$ cat src/rtl/dwpi_pkg.sv
// Shared types, constants and register map of the dual wheel PI speed controller.
package dwpi_pkg;

	localparam int CNT_W   = 16;
	localparam int CMD_W   = 16;
	localparam int GAIN_W  = 16;
	localparam int DRV_W   = 13;
	localparam int INTEG_W = 40;
	localparam int ADDR_W  = 5;
	localparam int DATA_W  = 32;
	localparam int MUL_W   = 33;
	localparam int PROD_W  = 2 * MUL_W;

	localparam logic signed [CMD_W-1:0] CMD_BOUND = 16'sd1000;

	// wheel speed scale: round(65536 * 100 * pi / 3724)
	localparam logic [MUL_W-1:0] SPEED_SCALE = 33'd5529;

	// reference = round((17*ang + 80*lin) * 65536 / 6000)
	//           = floor(((|k| << 12) + 187) / 375), signed by k
	localparam int REF_SHIFT = 38;
	localparam longint unsigned REF_DIV = 375;
	localparam longint unsigned REF_RECIP =
		((64'd1 << REF_SHIFT) + REF_DIV - 64'd1) / REF_DIV;
	localparam logic [MUL_W-1:0] REF_MULT = MUL_W'(REF_RECIP);
	localparam logic [11:0] REF_BIAS = 12'd187;

	localparam logic [GAIN_W-1:0] RST_KP_R = 16'd20608;
	localparam logic [GAIN_W-1:0] RST_KI_R = 16'd18237;
	localparam logic [GAIN_W-1:0] RST_RC_R = 16'd814;
	localparam logic [GAIN_W-1:0] RST_KP_L = 16'd15744;
	localparam logic [GAIN_W-1:0] RST_KI_L = 16'd17439;
	localparam logic [GAIN_W-1:0] RST_RC_L = 16'd1066;
	localparam logic [DRV_W-1:0]  RST_LIMIT = 13'd4198;
	localparam logic [DRV_W-1:0]  RST_DBAND = 13'd260;

	typedef enum logic [2:0] {
		REG_KP_R  = 3'd0,
		REG_KI_R  = 3'd1,
		REG_RC_R  = 3'd2,
		REG_KP_L  = 3'd3,
		REG_KI_L  = 3'd4,
		REG_RC_L  = 3'd5,
		REG_LIMIT = 3'd6,
		REG_DBAND = 3'd7
	} reg_idx_t;

	typedef struct packed {
		logic [GAIN_W-1:0] kp_r;
		logic [GAIN_W-1:0] ki_r;
		logic [GAIN_W-1:0] rc_r;
		logic [GAIN_W-1:0] kp_l;
		logic [GAIN_W-1:0] ki_l;
		logic [GAIN_W-1:0] rc_l;
		logic [DRV_W-1:0]  limit;
		logic [DRV_W-1:0]  dband;
	} cfg_t;

	typedef enum logic [3:0] {
		STP_NONE,
		STP_KIN,
		STP_REF,
		STP_SPD,
		STP_ERR,
		STP_INT,
		STP_KIHI,
		STP_KILO,
		STP_SUM,
		STP_CMP,
		STP_CORHI,
		STP_CORLO,
		STP_CORADD,
		STP_APPLY
	} step_t;

	typedef enum logic [3:0] {
		ST_IDLE,
		ST_KIN,
		ST_REF,
		ST_SPD,
		ST_ERR,
		ST_INT,
		ST_KIHI,
		ST_KILO,
		ST_SUM,
		ST_CMP,
		ST_CORHI,
		ST_CORLO,
		ST_CORADD,
		ST_APPLY,
		ST_DONE
	} state_t;

	typedef struct packed {
		logic  load;
		step_t step;
		logic  out_load;
	} cmd_t;

	typedef struct packed {
		logic clamp_any;
		logic out_free;
	} stat_t;

endpackage

$ cat src/rtl/dwpi_ctrl.sv
// Controller: sequences the per-tick steps of both wheel lanes.
module dwpi_ctrl import dwpi_pkg::*; (
	input  logic  clk,
	input  logic  arst_n,
	input  logic  in_valid,
	output logic  in_stall,
	input  stat_t stat,
	output cmd_t  cmd
);

	state_t state_q;
	state_t state_nx;

	always_ff @(posedge clk or negedge arst_n) begin
		if (!arst_n)
			state_q <= ST_IDLE;
		else
			state_q <= state_nx;
	end

	always_comb begin
		state_nx     = state_q;
		in_stall     = 1'b1;
		cmd.load     = 1'b0;
		cmd.step     = STP_NONE;
		cmd.out_load = 1'b0;
		unique case (state_q)
			ST_IDLE: begin
				in_stall = 1'b0;
				if (in_valid) begin
					cmd.load = 1'b1;
					state_nx = ST_KIN;
				end
			end
			ST_KIN: begin
				cmd.step = STP_KIN;
				state_nx = ST_REF;
			end
			ST_REF: begin
				cmd.step = STP_REF;
				state_nx = ST_SPD;
			end
			ST_SPD: begin
				cmd.step = STP_SPD;
				state_nx = ST_ERR;
			end
			ST_ERR: begin
				cmd.step = STP_ERR;
				state_nx = ST_INT;
			end
			ST_INT: begin
				cmd.step = STP_INT;
				state_nx = ST_KIHI;
			end
			ST_KIHI: begin
				cmd.step = STP_KIHI;
				state_nx = ST_KILO;
			end
			ST_KILO: begin
				cmd.step = STP_KILO;
				state_nx = ST_SUM;
			end
			ST_SUM: begin
				cmd.step = STP_SUM;
				state_nx = ST_CMP;
			end
			ST_CMP: begin
				cmd.step = STP_CMP;
				state_nx = ST_CORHI;
			end
			ST_CORHI: begin
				cmd.step = STP_CORHI;
				state_nx = stat.clamp_any ? ST_CORLO : ST_DONE;
			end
			ST_CORLO: begin
				cmd.step = STP_CORLO;
				state_nx = ST_CORADD;
			end
			ST_CORADD: begin
				cmd.step = STP_CORADD;
				state_nx = ST_APPLY;
			end
			ST_APPLY: begin
				cmd.step = STP_APPLY;
				state_nx = ST_DONE;
			end
			ST_DONE: begin
				if (stat.out_free) begin
					cmd.out_load = 1'b1;
					state_nx     = ST_IDLE;
				end
			end
			default: state_nx = ST_IDLE;
		endcase
	end

endmodule
$ cat config.mk
export PLATFORM = sky130hd
export DESIGN_NAME = dwpi_ctrl
export DESIGN_NICKNAME = d
export VERILOG_FILES = /design/src/rtl/dwpi_pkg.sv /design/src/rtl/dwpi_ctrl.sv
export SDC_FILE = /design/constraint.sdc
export NUM_CORES = 1
export LEC_CHECK = 0
export ABC_CLOCK_PERIOD_IN_PS = 1800
export BUFFER_PORTS_ARGS = -buffer_cell sky130_fd_sc_hd__clkbuf_2
export CELL_PAD_IN_SITES_DETAIL_PLACEMENT = 1
export CELL_PAD_IN_SITES_GLOBAL_PLACEMENT = 2
export CORE_AREA = 5 5 42 44
export CTS_CLUSTER_SIZE = 25
export DETAILED_ROUTE_END_ITERATION = 8
export DIE_AREA = 0 0 47 49
export PLACE_DENSITY = 0.7
export SLEW_MARGIN = 10
export SYNTH_ARGS = -nofsm -noshare
export SYNTH_HDL_FRONTEND = slang
export SYNTH_SLANG_ARGS = --single-unit
$ cat constraint.sdc
create_clock -name clk -period 1.8 [get_ports clk]
set_input_delay 0.36 -clock clk [delete_from_list [all_inputs] [get_ports clk]]
set_output_delay 0.36 -clock clk [all_outputs]
set_load 0.02 [all_outputs]
# == After elaboration in Yosys (flattened, before gate mapping) ==
# Cells that the tools add are included.
# classes
n_eq_ne,16
n_mux,10
n_reduce_logical,2
# op_table
op,count
4-bit case mux with 15 select lines,1
4-bit case mux with 13 select lines,1
"4-bit == test, second input constant",7
"4-bit by 3-bit == test with 1-bit output, second input constant",4
"4-bit by 2-bit == test with 1-bit output, second input constant",2
4-bit two-way mux,2
1-bit two-way mux,5
"4-bit by 1-bit == test with 1-bit output, second input constant",1
4-bit logical NOT,1
"2-bit != test, second input constant",2
3-bit two-way mux,1
2-bit AND reduction,1
# word_totals
register_bits,4
inputBits,5
output_inout_bits,7
wordCells,29

# == Depth between registers and ports, before layout ==
# Gate-level depths: netlist of run 1.
# depth
depth_word,3
ltp_mapped,3
depth_no_buf,2

# == Worst setup path after synthesis of run 1 ==
# OpenSTA, ideal clock, no wires.
# synth_path
kind,flip-flop to output port
startpoint,register state_q[0]
endpoint,output cmd[5] (netlist bit)
t_arrival_ns,1.284
t_required_ns,1.440
path_slack_ns,0.156
path_stages_with_launch,4
path_buffers,1
path_cell_list,dfrtp_1 > buf_6 > or4_4 > nor2_2
# synth_rtl
item,line,text
"start, declared",dwpi_ctrl.sv:11,state_t state_q;
"start signal, assigned",dwpi_ctrl.sv:18,state_q <= state_nx;
"end, declared",dwpi_ctrl.sv:8,output cmd_t cmd

==> results of run 1 <==
## layout make-up
cell class / instances / area (µm²) / share of cell area [%]
tap: 16 / 20.0 / 5.00
timing repair buffer: 16 / 95.1 / 23.8
multi-input combinational: 22 / 155 / 38.8
sequential: 4 / 100 / 25.0
clock buffer: 3 / 22.5 / 5.62
inverter: 2 / 7.51 / 1.88
## per-stage QoR
step | power, mW | worst slack [ns]
global route | 0.860 | 0.000820
finish | 0.780 | 0.0533
detailed placement | 0.670 | 0.287
CTS | 0.797 | 0.0297
global placement | 0.664 | 0.306
floorplan | 0.526 | 0.156
## power breakdown
part           switching (mW)  internal [mW]
Sequential             0.0219          0.137
Combinational           0.300          0.207
Clock                  0.0392         0.0747
Total                   0.362          0.419
## worst max path at each step
stage / startpoint / end / slack, ns / cells after the start
after detailed placement: state_q[0]$_DFFE_PN0P_ / cmd[5] / 0.29 / 3
after CTS: state_q[0]$_DFFE_PN0P_ / cmd[5] / 0.03 / 3
final: state_q[0]$_DFFE_PN0P_ / cmd[5] / 0.05 / 3
after global placement: state_q[0]$_DFFE_PN0P_ / cmd[5] / 0.31 / 3
after global routing: state_q[0]$_DFFE_PN0P_ / cmd[5] / 0.0008 / 3
after floorplan: state_q[0]$_DFFE_PN0P_ / cmd[5] / 0.16 / 3
## cell usage in the layout, fill, tap and decap left out, types with 2 or more instances in the layout
cell	Yosys	routed
inv_1	2	2
clkbuf_4	0	3
buf_4	0	4
a21boi_0	3	3
clkbuf_2	0	10
dfrtp_1	4	4
nand2b_1	2	2
## per-layer routing
metal | global-route usage (%) | routed length (µm) | vias to the layer above
li1 | - | - | 148
met1 | 10.6 | 312 | 137
met2 | 10.2 | 323 | 12
met3 | 0 | 38 | 5
met4 | 11.1 | 51 | 0
met5 | 0 | 0 | -
## repair_timing
| item | 4_1_cts | 5_1_grt |
|---|---|---|
| endpoints found under the setup margin | 0 | 1 |
| endpoints found under the hold margin | 4 | 0 |
| resized for setup | 0 | 1 |
| hold buffers | 1 | 0 |
## kinds of logic (layout without fill, tap and decap cells)
family,Yosys count,in the layout
flops,4,4
buf+inv,6,21
simple gates,11,11
compound gates,11,11
## worst max-delay path: stages, from the launching register on
cell and delay, ns:
dfrtp_1 0.37, or4_4 0.54, nor2_2 0.08, buf_2 0.16
==> results.yml, run 1 <==
pwr:
  vdd_drop_max_uv: 518
  leakage_nw: 0.192
  power.density_mw_per_mm2: 1950
worst_setup_path:
  worstSetupPathType: "reg2out"
  rr_startpoint: "state_q[2]$_DFFE_PN0P_"
  cp-end-kind: "primary output"
  cp_data_required_time_ns: 1.44
  arrival_ns: 1.39
  r2r-end: "state_q[0]$_DFFE_PN0P_"
  cp-start-kind: "flop"
  ff2ff_setup_slack_ns: 0.70
  reg2reg_depth: 3
  cp_max_fo: 2
synth:
  synth_nets: 37
  synth_compound_area_share_pct: 28.1
  synthDistinctLibCells: 23
  synth-xor-area-share_pct: 0
  ys.flop_type: "dfrtp_1"
  synth-edff-count: 0
  syn_area_per_cell_um2: 9.03
  ys_warn_count: 0
  synth_seq_area_share_pct: 34.6
  synth_fa_ha_area_share_pct: 0
  muxShareOfSynthArea_pct: 0
  synthSimpleGateAreaFrac_pct: 25.5
  synth_area_leaders: "dfrtp_1 (35%), a21boi_0 (7.8%), buf_2 (5.2%)"
  syn_area_um2: 289
  synth.most_common_cell: "dfrtp_1"
  synthArstFlopShare_pct: 100
  ys_seq_elements: 4
  synth_top_area_share_pct: 34.6
  syn_inst: 32
  synth_area_leader_cell: "dfrtp_1"
  synth_top_family_by_area: "compound AO/OA/AOI/OAI gates"
  yosys-top-cells-count: "dfrtp_1 (4), a21boi_0 (3), buf_2 (3), inv_1 (2), nand2b_1 (2)"
timing:
  setup_tns_ns: 0
  hold_slack_ns: 0.418
  worstMarginPinSlew_ns: 0.267
  period_share_pct: 97.0
  skew_ns: 0.00437
  period_minus_slack_ns: 1.75
  rsz0062_at_grt: "false"
  fmax_ghz: 0.573
  slew_headroom_pct: 82.1
  final_hold_viol_count: 0
  slew_viol_final: 0
  setup_viol: 0
layout:
  final_util_pct: 28.6
  stdcell_count: 63
  fillCellCount: 179
  largest_reg_flops: 4
  area_delta_synth_final_pct: 38.5
  design_area_um2: 400
  top_regs: "state_q x4"
  final_nets: 54
  diodes: 0
  largest-register: "state_q"
  drive_gt1_share_pct: 42.6
floorplan:
  die_area_mm2: 0.00230
  die_h_um: 49
  core_area_mm2: 0.00140
  initial_core_util_pct: 20.6
  ios: 12
  die_x_um: 47
  fp-row-count: 14
placement:
  placedInstanceArea_um2: 368
  gp_congestion: 0.666
  io_buffers: 11
  dp.cells: 59
run:
  drv_cap: 0
clocking:
  path_clk_slew_ns: 0.04
  post_cts_buffers: 0
  clock_latency_ns: 0.24
  htreeDepth: 1
  cts_sinks: 4
  cts_root_buffer: "clkbuf_4"
  cts_buffers: 3
  cts_buffer_depth: 2
  tritoncts: "yes"
min_path:
  hold_path_depth: 3
  hold_path_class: "in2reg"
  holdCritStartpoint: "stat[1]"
  min_to: "state_q[0]$_DFFE_PN0P_"
global_route:
  grt_max_degree: 15
  grt_pass1_wl_mm: 1.31
  grt_pass1_vias: 304
  antenna_found_initial: 0
  gr-total-overflow: 0
  track_usage_pct: 8.26
route:
  vias: 302
  viasPerCell: 4.79
  routed_wl_um: 725
  drc: 0
  drt-wirelength-per-cell_um: 11.5
  drtPass1Iterations: 4
  drt_iter0_markers: 5
  ant_nets: 0
run_status:
  status: "completed"
Power figures use the tool's default switching activity.
==> run 2, diff against run 1 <==
==> constraint.sdc (replaced) <==
create_clock -name clk -period 1.8 [get_ports clk]
set_input_delay 0.18 -clock clk [delete_from_list [all_inputs] [get_ports clk]]
set_output_delay 0.18 -clock clk [all_outputs]
set_load 0.02 [all_outputs]
==> run 2 against run 1 <==
  * Count of clock-buffer cells in the layout is the same
  * Sequential power grew 32%
  * Utilization is 1.1 points lower
  * Sequential cell count stayed put
  * Sequential share of layout area rose by 0.97 points
  * Critical endpoint unchanged
  * Largest cell class unchanged
  * Highest routed layer is now met3
==> results.yml, run 2 (synthesis gave the netlist of run 1 again) <==
global_route:
  antenna_found_initial: 0
  grt_pass1_vias: 298
  track_usage_pct: 7.56
  grt_max_degree: 15
  grt_pass1_wl_mm: 1.21
  gr-total-overflow: 0
floorplan:
  initial_core_util_pct: 20.6
  die_x_um: 47
  ios: 12
  die_area_mm2: 0.00230
  core_area_mm2: 0.00140
  die_h_um: 49
  fp-row-count: 14
timing:
  worst_slack_ns: 0.102
  rsz0062_at_grt: "false"
  slew_headroom_pct: 74.1
  setup_viol: 0
  final_hold_viol_count: 0
  skew_ns: 0.00471
  hold_slack_ns: 0.236
  slew_viol_final: 0
  fmax_ghz: 0.589
  period_share_pct: 94.4
  worstMarginPinSlew_ns: 0.389
  setup_tns_ns: 0
  period_minus_slack_ns: 1.70
layout:
  stdcell_count: 61
  diodes: 0
  top_regs: "state_q x4"
  final_util_pct: 27.5
  design_area_um2: 385
  area_delta_synth_final_pct: 33.3
  largest_reg_flops: 4
  final_common_cell: "clkbuf_2"
  largest-register: "state_q"
  final_nets: 52
  final_cell_mix: "clkbuf_2 (11), dfrtp_1 (4), a21boi_0 (3), clkbuf_4 (3)"
  drive_gt1_share_pct: 40.0
  fillCellCount: 185
placement:
  placedInstanceArea_um2: 353
  place_ws_ns: 0.340
  dp.cells: 57
  io_buffers: 11
  post-dp-hpwl_um: 528
  gp_congestion: 0.667
worst_setup_path:
  reg2reg_depth: 3
  worstSetupPathType: "reg2out"
  slowest_stage: "or4_4"
  cp_data_required_time_ns: 1.62
  arrival_ns: 1.52
  cp_max_fo: 10
  cp-start-kind: "flop"
  cp-end-kind: "primary output"
  slowest_delay_ns: 0.57
  path_cells: "or4_4 > nor2_2 > clkbuf_2"
  ff2ff_setup_slack_ns: 0.74
clocking:
  htreeDepth: 1
  cts_buffers: 3
  path_clk_slew_ns: 0.04
  cts_buffer_depth: 2
  cts_sinks: 4
  cts_root_buffer: "clkbuf_4"
  tritoncts: "yes"
  clock_latency_ns: 0.24
  post_cts_buffers: 0
pwr:
  leakage_nw: 0.182
  p_total_mw: 0.746
  power.density_mw_per_mm2: 1940
  vdd_drop_max_uv: 402
route:
  ant_nets: 0
  viasPerCell: 4.74
  drc: 0
  drt-wirelength-per-cell_um: 12.0
  routed_wl_um: 730
  vias: 289
  drtPass1Iterations: 2
  drt_iter0_markers: 5
min_path:
  hold_path_depth: 3
  hold_path_class: "in2reg"
run_status:
  status: "completed"
run:
  drv_cap: 0
## run 2: cell types whose count changed in the layout (fill, tap and decap cells not counted)
cell,change
buf_4,-2
buf_2,-1
clkbuf_2,+1
## run 2: area by class of cell
cell class / instances / area (µm²) / share of cell area, %
Clock buffer: 3 / 22.5 / 5.84
Inverter: 2 / 7.51 / 1.95
Timing Repair Buffer: 14 / 80.1 / 20.8
Sequential cell: 4 / 100 / 26.0
Multi-Input combinational cell: 22 / 155 / 40.3
Tap cell: 16 / 20.0 / 5.19
## run 2: worst paths after layout
| path | start | to |
|---|---|---|
| max | state_q[0]$_DFFE_PN0P_ | cmd[5] |
| min | stat[1] | state_q[2]$_DFFE_PN0P_ |
| max reg2reg | state_q[2]$_DFFE_PN0P_ | state_q[0]$_DFFE_PN0P_ |
| max in group asynchronous | arst_n | state_q[3]$_DFFE_PN0P_ |
| min reg2reg | state_q[0]$_DFFE_PN0P_ | state_q[0]$_DFFE_PN0P_ |
| min in group asynchronous | arst_n | state_q[2]$_DFFE_PN0P_ |
## run 2: metal layers
layer,GRT usage [%],vias to the layer above,wire length (µm)
li1,-,144,-
met1,8.20,136,297
met2,11.1,9,397
met3,2.21,0,34
met4,6.91,0,0
met5,0,-,0
## run 2: repair_timing
action,in CTS,in global routing
endpoints found under the hold margin,4,0
hold buffers,1,0
gates resized for setup,0,0
## run 2: power breakdown
part / leakage [nW] / total (mW) / switching [mW] / internal, mW
Clock: 0.0138 / 0.110 / 0.0354 / 0.0745
Combinational: 0.120 / 0.426 / 0.246 / 0.180
Sequential: 0.0476 / 0.210 / 0.0739 / 0.136
Total: 0.182 / 0.746 / 0.355 / 0.391
## run 2: critical path, delay by kind of cell, from the launching register on
family | cells | cell delay, ns
flip-flops | 1 | 0.46
buffers and inverters | 1 | 0.17
AND/OR/NAND/NOR | 2 | 0.65
